[config.mk]
export PLATFORM = sky130hd
export DESIGN_NAME = ltsc_ram
export DESIGN_NICKNAME = d
export VERILOG_FILES = /design/src/hw/rtl/ltsc_ram.sv
export SDC_FILE = /design/constraint.sdc
export NUM_CORES = 1
export LEC_CHECK = 0
export BUFFER_PORTS_ARGS = -buffer_cell sky130_fd_sc_hd__buf_2
export CAP_MARGIN = 20
export CORE_MARGIN = 1.5
export CORE_UTILIZATION = 30
export CTS_BUF_LIST = sky130_fd_sc_hd__clkbuf_8
export CTS_CLUSTER_SIZE = 14
export DETAILED_ROUTE_END_ITERATION = 8
export PLACE_DENSITY = 0.42
export SYNTH_ARGS = -nofsm -noshare
export SYNTH_HDL_FRONTEND = slang
export SYNTH_SLANG_ARGS = --single-unit
[constraint.sdc]
create_clock -name clk -period 2.45 [get_ports clk]
set_input_delay 0.49 -clock clk [delete_from_list [all_inputs] [get_ports clk]]
set_output_delay 0.49 -clock clk [all_outputs]
set_load 0.05 [all_outputs]
[src/hw/rtl/ltsc_ram.sv]
module ltsc_ram #(
  parameter int WIDTH = 8,
  parameter int DEPTH = 16,
  localparam int AW   = $clog2(DEPTH)
) (
  input  logic             clk,
  input  logic             we,
  input  logic [AW-1:0]    waddr,
  input  logic [WIDTH-1:0] wdata,
  input  logic             re,
  input  logic [AW-1:0]    raddr,
  output logic [WIDTH-1:0] rdata
);

  logic [WIDTH-1:0] mem [DEPTH];

  always_ff @(posedge clk) begin
    if (we) begin
      mem[waddr] <= wdata;
    end
    // read data holds while re is low
    if (re) begin
      rdata <= mem[raddr];
    end
  end

endmodule

# --- Yosys cells after proc, flatten, opt, wreduce, memory -nomap -nowiden ---
# Memories as Yosys holds them, arrays and structs flattened. A register that Yosys moved wholly into a read port is not among the register bits.
# Cells that the tools add are included.
classes:
  mux: 2
op_table:
  columns: ["op", "n"]
  rows:
  - ["$mux W1", 2]
totals:
  regBits: 0
  ramBits: 128
  inputBits: 19
  out_inout_bits: 8
  word_cells: 3
  mem_count: 1
mem_list:
  columns: ["memory", "depth", "word_bits", "rd", "rd_clocked_by_memory_dff", "wr", "line", "source"]
  rows:
  - ["mem", 16, 8, 1, 1, 1, "15", "logic [WIDTH-1:0] mem [DEPTH];"]

# --- Depth between registers and ports, before layout ---
logic_depth:
  ltp_word: 2
  mapped_depth: 5
  ltp_nobuf: 3

# --- Worst setup path before layout ---
# OpenSTA, ideal clock, no wires.
synth_path:
  path_kind: "input port to flip-flop"
  from: "input port waddr[2]"
  to: "memory mem[0][0] (enable)"
  setup_ns: 0.383
  arrival_time_ns: 1.600
  t_required_ns: 2.067
  slack_ns: 0.467
  path_stages: 2
  path_buffers: 0
  path_cell_list: "or3b_2 nor3_1"
synth_rtl:
  columns: ["item", "line", "source"]
  rows:
  - ["start: declaration", "8", "input logic [AW-1:0] waddr,"]
  - ["end: declaration", "15", null]
# No word-level cell before the write port.

==> flow_summary.yaml <==
status:
  status: "complete, no violations"
pwr:
  ir_drop_mv: 0.3604
  p_per_area_nw_per_um2: 784.5
  total_leakage_power_nw: 2.038
sta:
  setup_violations: 0
  max_freq_ghz: 0.6139
  finalHoldViolations: 0
  finalCriticalPeriod_ns: 1.629
  slew_headroom_pct: 72.46
  rsz0062_at_grt: "false"
  slew_viol_final: 0
  fin_tns_setup_ns: 0
  skew_ns: 0.008415
  tightest_slew_ns: 0.4131
  fin_crit_sh_pct: 66.49
  holdWs_ns: 0.4288
routing:
  finalWirelength_mm: 10.88
  postRouteAntennaNets: 0
  first_pass_iters: 6
  drc: 0
  vias: 2441
  routedWlPerCell_um: 20.77
  drt_first_iter_violations: 202
  vias_per_cell: 4.658
layout:
  fill_cells: 1619
  regArea_um2: 4084
  nNetsFinal: 305
  final_cells: 524
  area_growth_pct: 17.83
  drive_gt1_share_pct: 32.11
  multi_input_area_um2: 1057
  n_antenna_cell: 0
grt:
  grt_pass1_wl_mm: 16.49
  grt_antenna_before_repair: 0
  grt_overflow_total: 0
  grt_util_all_layers_pct: 13.06
  grt_pass1_vias: 2599
  grt_max_degree: 27
logic_synthesis:
  yosysMostFrequentCell: "edfxtp_1"
  synth_area_leaders: "edfxtp_1, mux4_2, mux4_1, a22oi_1, nor2_1"
  yosysSeqAreaShare_pct: 78.12
  synthCells: 229
  synth_commonest_cells: "edfxtp_1, mux4_2, a22oi_1"
  synthArstFlopShare_pct: 0
  synth.distinct_cells: 18
  synth-edff-count: 136
  synth_flop_cell: "edfxtp_1"
  syn_avg_cell_area_um2: 22.83
  synth_nets: 248
  synth_area_leader_cell: "edfxtp_1"
  synthDominantCellAreaShare_pct: 78.12
  yosysWarnings: 0
  syn_area_um2: 5228
  ys_ff_latch: 136
clock_tree:
  h-tree-depth: 4
  cts_setup_buffers: 0
  numCtsBuffers: 17
  clock-sinks: 136
  cts_resized: 0
  clk_pin_slew_ns: 0.07
  cts.path.max_buffers: 2
  holdBufCountCts: 0
  root_buffer: "clkbuf_8"
  insertion_delay_ns: 0.43
  cts_tree: "done"
worst_setup_path:
  crit_arrival_ns: 1.80
  timing.rr.end: "rdata[6]"
  path_class: "input port to flip-flop"
  endpoint: "rdata[5]"
  critPathRequiredTime_ns: 2.62
  cp-start-kind: "input port"
  crit_path_max_fanout: 26
  r2r-start: "mem[2][6]"
  worstSetupEndpointType: "flip-flop"
  r2r_slack_ns: 0.94
  r2r_cells: 3
  crit_start: "raddr[0]"
floorplan:
  fp.dieH_um: 135.0
  start_util_pct: 30.43
  rows: 48
  dieArea_um2: 18230
  fp.dieW_um: 135.0
  core_um2: 17180
  io_pins: 27
placement:
  place.gp.congestion: 0.6402
  hpwl_mm: 7.044
  place_inst: 492
  port_buffers: 26
run:
  cap_violations: 0
worst_hold_path:
  hold_path.class: "input port to flip-flop"
-- cell usage in the layout, fill, tap and decap left out, types with 3 or more instances in the layout --
cell and instances:
clkbuf_8 17, buf_4 20, mux4_1 14, bufinv_16 4, nor2_1 13, a22oi_1 16
edfxtp_1 136, clkinv_1 3, nand2_1 9, nor3_1 4, mux4_2 18, clkinvlp_4 3
clkinv_2 4, buf_2 26
-- state kept, by name, summed over array words and instances, names as in the netlist --
name,cells
rdata,8
mem,128
-- cell families (layout without fill, tap and decap cells) --
| logic type | after synthesis | in the layout | synth area share [%] |
|---|---|---|---|
| simple gates | 35 | 35 | 3.136 |
| buf+inv | 10 | 80 | 1.651 |
| mux | 32 | 32 | 14.79 |
| compound gates | 16 | 16 | 2.298 |
| flops | 136 | 136 | 78.12 |
-- power by group --
group          internal [mW]  switching, mW  leakage (nW)  total, mW
Clock                   1.09          0.824         0.204       1.92
Combinational          0.106          0.178         0.598      0.284
Sequential              2.62         0.0133          1.24       2.63
Total                   3.82           1.02          2.04       4.83
-- layer usage --
metal	up-vias	share of wire [%]	track usage (%)
met5	-	0	0
met4	0	1.3	4.659
met3	8	3.8	3.266
met2	51	49	20.77
met1	1289	46	17.47
li1	1093	-	-
-- area by class of cell --
cell class	instances	area share, %
repair buffers	48	5.200
clock buffers	17	3.798
flip-flops and latches	136	66.30
well taps	225	4.570
multi-input cells	83	17.16
clock inverters	15	2.966
-- worst min path at each step --
stage,start,end,slack (ns),cells after the start
after CTS,re,rdata[2],0.40,1
after global routing,re,rdata[6],0.40,1
final,re,rdata[6],0.43,1
after detailed placement,mem[14][2],rdata[2],0.74,3
after global placement,mem[11][2],rdata[2],0.74,3
after floorplan,wdata[0],mem[0][0],0.59,0
-- through the flow --
stage	setup slack [ns]	utilization, %	instance area [um^2]	total power, mW
2_1_floorplan	0.4671	-	5228	2.853
3_3_place_gp	0.3323	33.44	5743	2.972
3_5_place_dp	0.3423	33.44	5743	2.976
4_1_cts	0.8137	35.86	6160	4.896
5_1_grt	0.7581	35.86	6160	4.992
6_report	0.8210	35.86	6160	4.832
-- worst max-delay path, cell delays in order --
cell     delay [ns]
buf_2          0.11
buf_12         0.23
mux4_1         0.59
a22oi_1        0.28
nand2_1        0.10
(Power assumes the default switching activity.)
