===== config.mk =====
export PLATFORM = sky130hd
export DESIGN_NAME = ltsc_outq_flat
export DESIGN_NICKNAME = d
export VERILOG_FILES = /design/src/hw/rtl/ltsc_pkg.sv /design/src/hw/rtl/ltsc_res_if.sv /design/src/hw/rtl/ltsc_outq.sv /design/src/flat_wrapper.sv
export SDC_FILE = /design/constraint.sdc
export NUM_CORES = 1
export LEC_CHECK = 0
export BUFFER_PORTS_ARGS = -buffer_cell sky130_fd_sc_hd__buf_2
export CAP_MARGIN = 0
export CORE_MARGIN = 4
export CORE_UTILIZATION = 25
export DETAILED_ROUTE_END_ITERATION = 7
export SYNTH_ARGS = -nofsm -noshare
export SYNTH_HDL_FRONTEND = slang
export SYNTH_SLANG_ARGS = --single-unit
export TNS_END_PERCENT = 50

===== constraint.sdc =====
create_clock -name clk -period 1.92 [get_ports clk]
set_input_delay 0.096 -clock clk [delete_from_list [all_inputs] [get_ports clk]]
set_output_delay 0.096 -clock clk [all_outputs]
set_load 0.005 [all_outputs]

===== src/hw/rtl/ltsc_pkg.sv =====
package ltsc_pkg;

  // table size and derived index width
  localparam int SESSIONS = 1024;
  localparam int IDX_W    = $clog2(SESSIONS);

  // field widths
  localparam int SESS_W  = 10;
  localparam int SEC_W   = 32;
  localparam int MS_W    = 48;
  localparam int TMO_W   = 16;
  localparam int INTV_W  = 32;
  localparam int BATCH_W = 7;

  // configuration port
  localparam int CFG_IDX_W  = 2;
  localparam int CFG_DATA_W = 32;

  localparam logic [CFG_IDX_W-1:0] CFG_TIMEOUT  = 2'd0;
  localparam logic [CFG_IDX_W-1:0] CFG_INTERVAL = 2'd1;
  localparam logic [CFG_IDX_W-1:0] CFG_BATCH    = 2'd2;

  localparam logic [TMO_W-1:0]   TMO_RST   = 16'd3;
  localparam logic [INTV_W-1:0]  INTV_RST  = 32'd1000;
  localparam logic [BATCH_W-1:0] BATCH_RST = 7'd64;

  // batch limit: at most 64, never more than the table holds
  localparam int MAX_BATCH = 64;
  localparam int BATCH_CAP = (SESSIONS < MAX_BATCH) ? SESSIONS : MAX_BATCH;

  typedef enum logic [1:0] {
    REQ_CONNECT    = 2'd0,
    REQ_LOGIN      = 2'd1,
    REQ_DISCONNECT = 2'd2,
    REQ_CHECK      = 2'd3
  } req_type_t;

  typedef enum logic [2:0] {
    ST_CLEAR,
    ST_IDLE,
    ST_EV_WR,
    ST_CHECK,
    ST_SCAN
  } state_t;

  // one table entry
  typedef struct packed {
    logic             connected;
    logic             logged_in;
    logic [SEC_W-1:0] stamp;
  } entry_t;

  localparam int ENTRY_W = $bits(entry_t);

  // status from the result queue back to the scan control
  typedef struct packed {
    logic pend_valid;
    logic out_free;
  } oq_status_t;

  function automatic logic timed_out(entry_t e, logic [SEC_W-1:0] now_sec,
                                     logic [TMO_W-1:0] tmo);
    logic [SEC_W-1:0] waited;
    logic             res;
    waited = now_sec - e.stamp;
    if (!e.connected || e.logged_in) begin
      res = 1'b0;
    end else if (now_sec < e.stamp) begin
      res = 1'b0;
    end else begin
      res = (waited >= SEC_W'(tmo));
    end
    return res;
  endfunction

endpackage


===== src/hw/rtl/ltsc_res_if.sv =====
interface ltsc_res_if;
  import ltsc_pkg::*;

  logic              valid;
  logic              ready;
  logic [SESS_W-1:0] close_session;
  logic              last;

  modport source (output valid, output close_session, output last, input ready);
  modport sink   (input valid, input close_session, input last, output ready);
endinterface


===== src/hw/rtl/ltsc_outq.sv =====
module ltsc_outq (
  input  logic                       clk,
  input  logic                       rst_n,
  input  logic                       push,
  input  logic [ltsc_pkg::IDX_W-1:0] push_idx,
  input  logic                       flush,
  output ltsc_pkg::oq_status_t       status,
  ltsc_res_if.source                 out_ch
);
  import ltsc_pkg::*;

  logic             pend_valid_r;
  logic [IDX_W-1:0] pend_idx_r;
  logic             out_valid_r;
  logic [IDX_W-1:0] out_idx_r;
  logic             out_last_r;
  logic             out_free;
  logic             emit;
  logic [31:0]      idx_ext;

  // one hit is held back until the next hit or the end of the batch
  assign out_free = !out_valid_r || out_ch.ready;
  assign emit     = (push && pend_valid_r) || flush;

  assign status.pend_valid = pend_valid_r;
  assign status.out_free   = out_free;

  always_ff @(posedge clk) begin
    if (!rst_n) begin
      pend_valid_r <= 1'b0;
      out_valid_r  <= 1'b0;
    end else begin
      if (push) begin
        pend_valid_r <= 1'b1;
      end else if (flush) begin
        pend_valid_r <= 1'b0;
      end
      if (out_free) begin
        out_valid_r <= emit;
      end
    end
  end

  always_ff @(posedge clk) begin
    if (push) begin
      pend_idx_r <= push_idx;
    end
    if (out_free && emit) begin
      out_idx_r  <= pend_idx_r;
      out_last_r <= flush;
    end
  end

  assign idx_ext              = 32'(out_idx_r);
  assign out_ch.valid         = out_valid_r;
  assign out_ch.close_session = idx_ext[SESS_W-1:0];
  assign out_ch.last          = out_last_r;

  // a held hit is only replaced when the output stage can take it
  a_push_room: assert property (@(posedge clk) disable iff (!rst_n)
    (push && pend_valid_r) |-> out_free)
    else $error("hit pushed while held hit cannot move out");

  a_flush_ok: assert property (@(posedge clk) disable iff (!rst_n)
    flush |-> (pend_valid_r && out_free && !push))
    else $error("end-of-batch flush without a held hit or output room");

  // a waiting close holds its payload until taken
  a_out_hold: assert property (@(posedge clk) disable iff (!rst_n)
    (out_valid_r && !out_ch.ready) |=>
      (out_valid_r && $stable(out_idx_r) && $stable(out_last_r)))
    else $error("close changed while stalled");

endmodule

===== src/flat_wrapper.sv =====
// flat-port wrapper written by rule: the top's interface ports become plain ports
module ltsc_outq_flat import ltsc_pkg::*;
  (clk, rst_n, push, push_idx, flush, status, out_ch_valid, out_ch_close_session, out_ch_last, out_ch_ready);
  ltsc_res_if out_ch_i ();
  input  logic clk;
  input  logic rst_n;
  input  logic push;
  input  logic [ltsc_pkg::IDX_W-1:0] push_idx;
  input  logic flush;
  output ltsc_pkg::oq_status_t status;
  output wire logic [$bits(out_ch_i.valid)-1:0] out_ch_valid;
  output wire logic [$bits(out_ch_i.close_session)-1:0] out_ch_close_session;
  output wire logic [$bits(out_ch_i.last)-1:0] out_ch_last;
  input wire logic [$bits(out_ch_i.ready)-1:0] out_ch_ready;
  assign out_ch_valid = out_ch_i.valid;
  assign out_ch_close_session = out_ch_i.close_session;
  assign out_ch_last = out_ch_i.last;
  assign out_ch_i.ready = out_ch_ready;
  ltsc_outq u_core (.clk(clk), .rst_n(rst_n), .push(push), .push_idx(push_idx), .flush(flush), .status(status), .out_ch(out_ch_i));
endmodule

---- Yosys cells after proc, flatten, opt, wreduce, memory -nomap -nowiden ----
Index checks and enable logic that the tools add are counted.
storage, ports and cells
  register bits ........................... 23
  word-level logic and storage cells ...... 13
cells by class
  mux-type cells .......................... 2
  reduce and logical (&&, ||, !) cells .... 6
operator list
  operator           number
  $logic_and 1x1->1  2
  $logic_or 1x1->1   2
  $mux 1             2
  $reduce_bool 2->1  1
  $logic_not 1->1    1

---- Logic depth before layout (Yosys ltp) ----
  depth after elaboration ................. 3
  gate-level depth with buffers ........... 2
  gate-level depth less buffers ........... 2

---- Worst setup path before layout ----
No wires, ideal clock.
  path kind ............................... reg-to-reg
  start ................................... register u_core.pend_valid_r
  end ..................................... register u_core.out_idx_r[0], in the netlist u_core.out_ch.close_session[0], enable pin
  setup time .............................. 0.382 ns
  arrival ................................. 0.983 ns
  data required time ...................... 1.538 ns
  slack ................................... 0.554 ns
  stages on the path, launching flop included .. 3
  period minus slack after synthesis ...... 1.366 ns
  cell sequence ........................... dfxtp_1 > a21oi_1 > a21oi_1
on the way
  cells in the longest elaborated chain, start to end .. 3
ends and longest elaborated chain
  item                    line             source
  start, declared         ltsc_outq.sv:12  logic pend_valid_r;
  start signal, assigned  ltsc_outq.sv:30  pend_valid_r <= 1'b0;
  start signal, assigned  ltsc_outq.sv:34  pend_valid_r <= 1'b1;
  start signal, assigned  ltsc_outq.sv:36  pend_valid_r <= 1'b0;
  $logic_and 1x1->1       ltsc_outq.sv:23  assign emit = (push && pend_valid_r) || flush;
  $logic_or 1x1->1        ltsc_outq.sv:23
  $logic_and 1x1->1       ltsc_outq.sv:48  if (out_free && emit) begin
  end signal, assigned    ltsc_outq.sv:49  out_idx_r <= pend_idx_r;
  end, declared           ltsc_outq.sv:15  logic [IDX_W-1:0] out_idx_r;
Every way passes these cells.
A chain may end at the register's enable or synchronous reset.

---- Final worst setup path ----
  start ................................... input flush
  end ..................................... register u_core.out_last_r, in the netlist u_core.out_ch.last, enable pin
on the way
  cells in the longest elaborated chain, start to end .. 2
ends and longest elaborated chain
  item                  line               source
  start, declared       flat_wrapper.sv:9  input logic flush;
  $logic_or 1x1->1      ltsc_outq.sv:23
  $logic_and 1x1->1     ltsc_outq.sv:48
  end signal, assigned  ltsc_outq.sv:50    out_last_r <= flush;
  end, declared         ltsc_outq.sv:16    logic out_last_r;
Every way passes these cells.

==> flow_metrics.tcl <==
set metrics [dict create \
    outcome "complete, no violations" \
    post_cts_resize_count 0 \
    crit_path_end_kind "register" \
    leakage_uw 0.000424 \
    slew_viol_final 0 \
    fin_crit_ns 1.11 \
    postCtsHoldBufs 11 \
    syn_nets 47 \
    first_iter_violations 2 \
    setup_viol 0 \
    clk_latency_ns 0.30 \
    grt_usage_pct 7.24 \
    syn_avg_cell_area_um2 23.0 \
    met3_usage_pct 4.86 \
    yosys.area_share.adder_pct 0 \
    dr_total_vias 400 \
    fin_skew_ns 0.00425 \
    irDropWorstVdd_uv 692 \
    fill_cells 264 \
    worstPathRequired_ns 1.94 \
    fp-row-count 19 \
    holdWs_ns 0.0137 \
    cap_viol_max_count 0 \
    grt_pass1_wl_um 2080 \
    initial_core_util_pct 26.4 \
    cts_buffers 3 \
    cts_tree "built" \
    powerDensity_nw_per_um2 855 \
    worstSetupStartpointType "input port" \
    fin_area_um2 1040 \
    clockBufferDepth 2 \
    slew-limit-headroom_pct 83.2 \
    critical_path_class "in2reg" \
    rsz0062_at_grt "no" \
    die_area_um2 3870 \
    use_met1_pct 7.81 \
    hold_class "in2reg" \
    port-buffer-count 28 \
    die_h_um 62.2 \
    yosysWarnings 0 \
    mappedNetlistArea_um2 734 \
    synthToLayoutAreaGrowth_pct 42.1 \
    drive_above_1_share_pct 45.9 \
    path_max_fanout 11 \
    via_per_inst 3.81 \
    clk_pin_slew_ns 0.11 \
    wire_per_inst_um 11.8 \
    antenna_found_initial 0 \
    grt_max_degree 14 \
    synth_compound_area_share_pct 3.41 \
    synth_simple_gate_area_share_pct 2.73 \
    fmax_ghz 0.898 \
    drtAntennaViolNets 0 \
    die_w_um 62.2 \
    final_nets 90 \
    wl_um 1240 \
    pin_count 29 \
    htreeDepth 1 \
    fin_crit_sh_pct 58.0 \
    final_util_pct 37.5 \
    drc 0 \
    placed_cell_area_um2 906 \
    cpMostUsedCell "a21oi_1" \
    synth-xor-area-share_pct 0 \
    multiInputGateArea_um2 45.0 \
    area.sequential_um2 671 \
    grt_pass1_vias 445 \
    synth_cell_types 9 \
    dr.pass1.iters 2 \
    ys_seq_elements 23 \
    yosysSeqAreaShare_pct 91.3 \
    worst_pin_slew_ns 0.253 \
    gr-total-overflow 0 \
    met2_usage_pct 11.3 \
    total_power_uw 892 \
    crit_chain "dlygate4sd3_1, buf_2, a21oi_1, a21oi_1, buf_4" \
    root_buffer "clkbuf_4" \
    gp_congestion 0.687 \
    fp.coreArea_um2 2780 \
    cts_setup_buffers 0 \
    synthMuxAreaShare_pct 0 \
    synth_top_family_by_area "compound AO/OA/AOI/OAI gates" \
    hold_viol 0 \
    top_usage_layer "met2" \
    setup_tns_ns 0 \
    cts.sinks 23 \
    arrival_ns 1.13 \
    num_antenna_cells 0 \
    cp_slowest_stage_delay_ns 0.53 \
    synthCells 32 \
    cp_slowest_cell "dlygate4sd3_1" \
]
-- power breakdown --
| group | switching (µW) | leakage, µW | internal [µW] |
|---|---|---|---|
| registers | 11.3 | 0.000222 | 592 |
| logic | 32.8 | 0.000185 | 45.8 |
| clock network | 132 | 0.0000177 | 77.7 |
-- cell families (layout without fill, tap and decap cells) --
| group | Yosys count | count (layout) |
|---|---|---|
| simple gates | 2 | 2 |
| compound gates | 4 | 4 |
| flops | 23 | 23 |
| buf+inv | 3 | 45 |
-- worst max-delay path: cells and delay by family --
family                 cells  cell delay, ns
AO/OA/AOI/OAI              2            0.18
buffers and inverters      3            0.86
-- area by class of cell --
type | count | area share [%]
Tap cell | 31 | 3.72
Sequential cell | 23 | 64.3
Clock buffer | 3 | 2.16
Timing Repair Buffer | 40 | 24.7
Multi-Input combinational cell | 6 | 4.32
Inverter | 1 | 0.360
Clock inverter | 1 | 0.480
-- placed cells by master (no fill, tap or decap) --
cell type      instances
dlygate4sd3_1         11
clkbuf_4               3
o21a_1                 1
inv_1                  1
edfxtp_1              21
buf_2                 28
clkinv_2               1
a21oi_1                2
dfxtp_1                2
nand2b_4               1
a21boi_1               1
nor2b_1                1
buf_4                  1
-- per-layer routing --
metal | share of wire [%] | vias up
li1 | - | 203
met1 | 38 | 170
met2 | 48 | 25
met3 | 13 | 2
met4 | 0.65 | 0
met5 | 0 | -
-- synthesized netlist by cell type --
| cell type | count | share of area [%] |
|---|---|---|
| a21oi_1 | 2 | 1.4 |
| nor2b_1 | 1 | 0.85 |
| dfxtp_1 | 2 | 5.5 |
| nand2b_4 | 1 | 1.9 |
| o21a_1 | 1 | 1.0 |
| inv_1 | 1 | 0.51 |
| buf_4 | 2 | 2.0 |
| edfxtp_1 | 21 | 86 |
| a21boi_1 | 1 | 1.0 |
-- registers in the layout, indices dropped and copies added, names as in the netlist --
register                     cells
u_core.out_ch.close_session     10
u_core.out_ch.last               1
u_core.out_ch.valid              1
u_core.pend_idx_r               10
u_core.pend_valid_r              1
-- metrics by stage --
| step | instances | setup slack (ns) |
|---|---|---|
| final | 105 | 0.806 |
| after floorplan | 32 | 0.554 |
| after CTS | 105 | 0.826 |
| after detailed placement | 90 | 0.785 |
| after global placement | 90 | 0.827 |
| after global routing | 105 | 0.771 |
-- path summary, 6_finish.rpt --
kind	slack (ns)	depth (start not counted)	to	from
max	0.81	5	u_core.out_ch.last	flush
min	0.01	2	u_core.pend_valid_r	rst_n
max reg2reg	0.86	3	u_core.out_ch.last	u_core.pend_valid_r
min reg2reg	0.43	0	u_core.out_ch.close_session[6]	u_core.pend_idx_r[6]
Note: power is estimated with default switching activity, not from simulation.
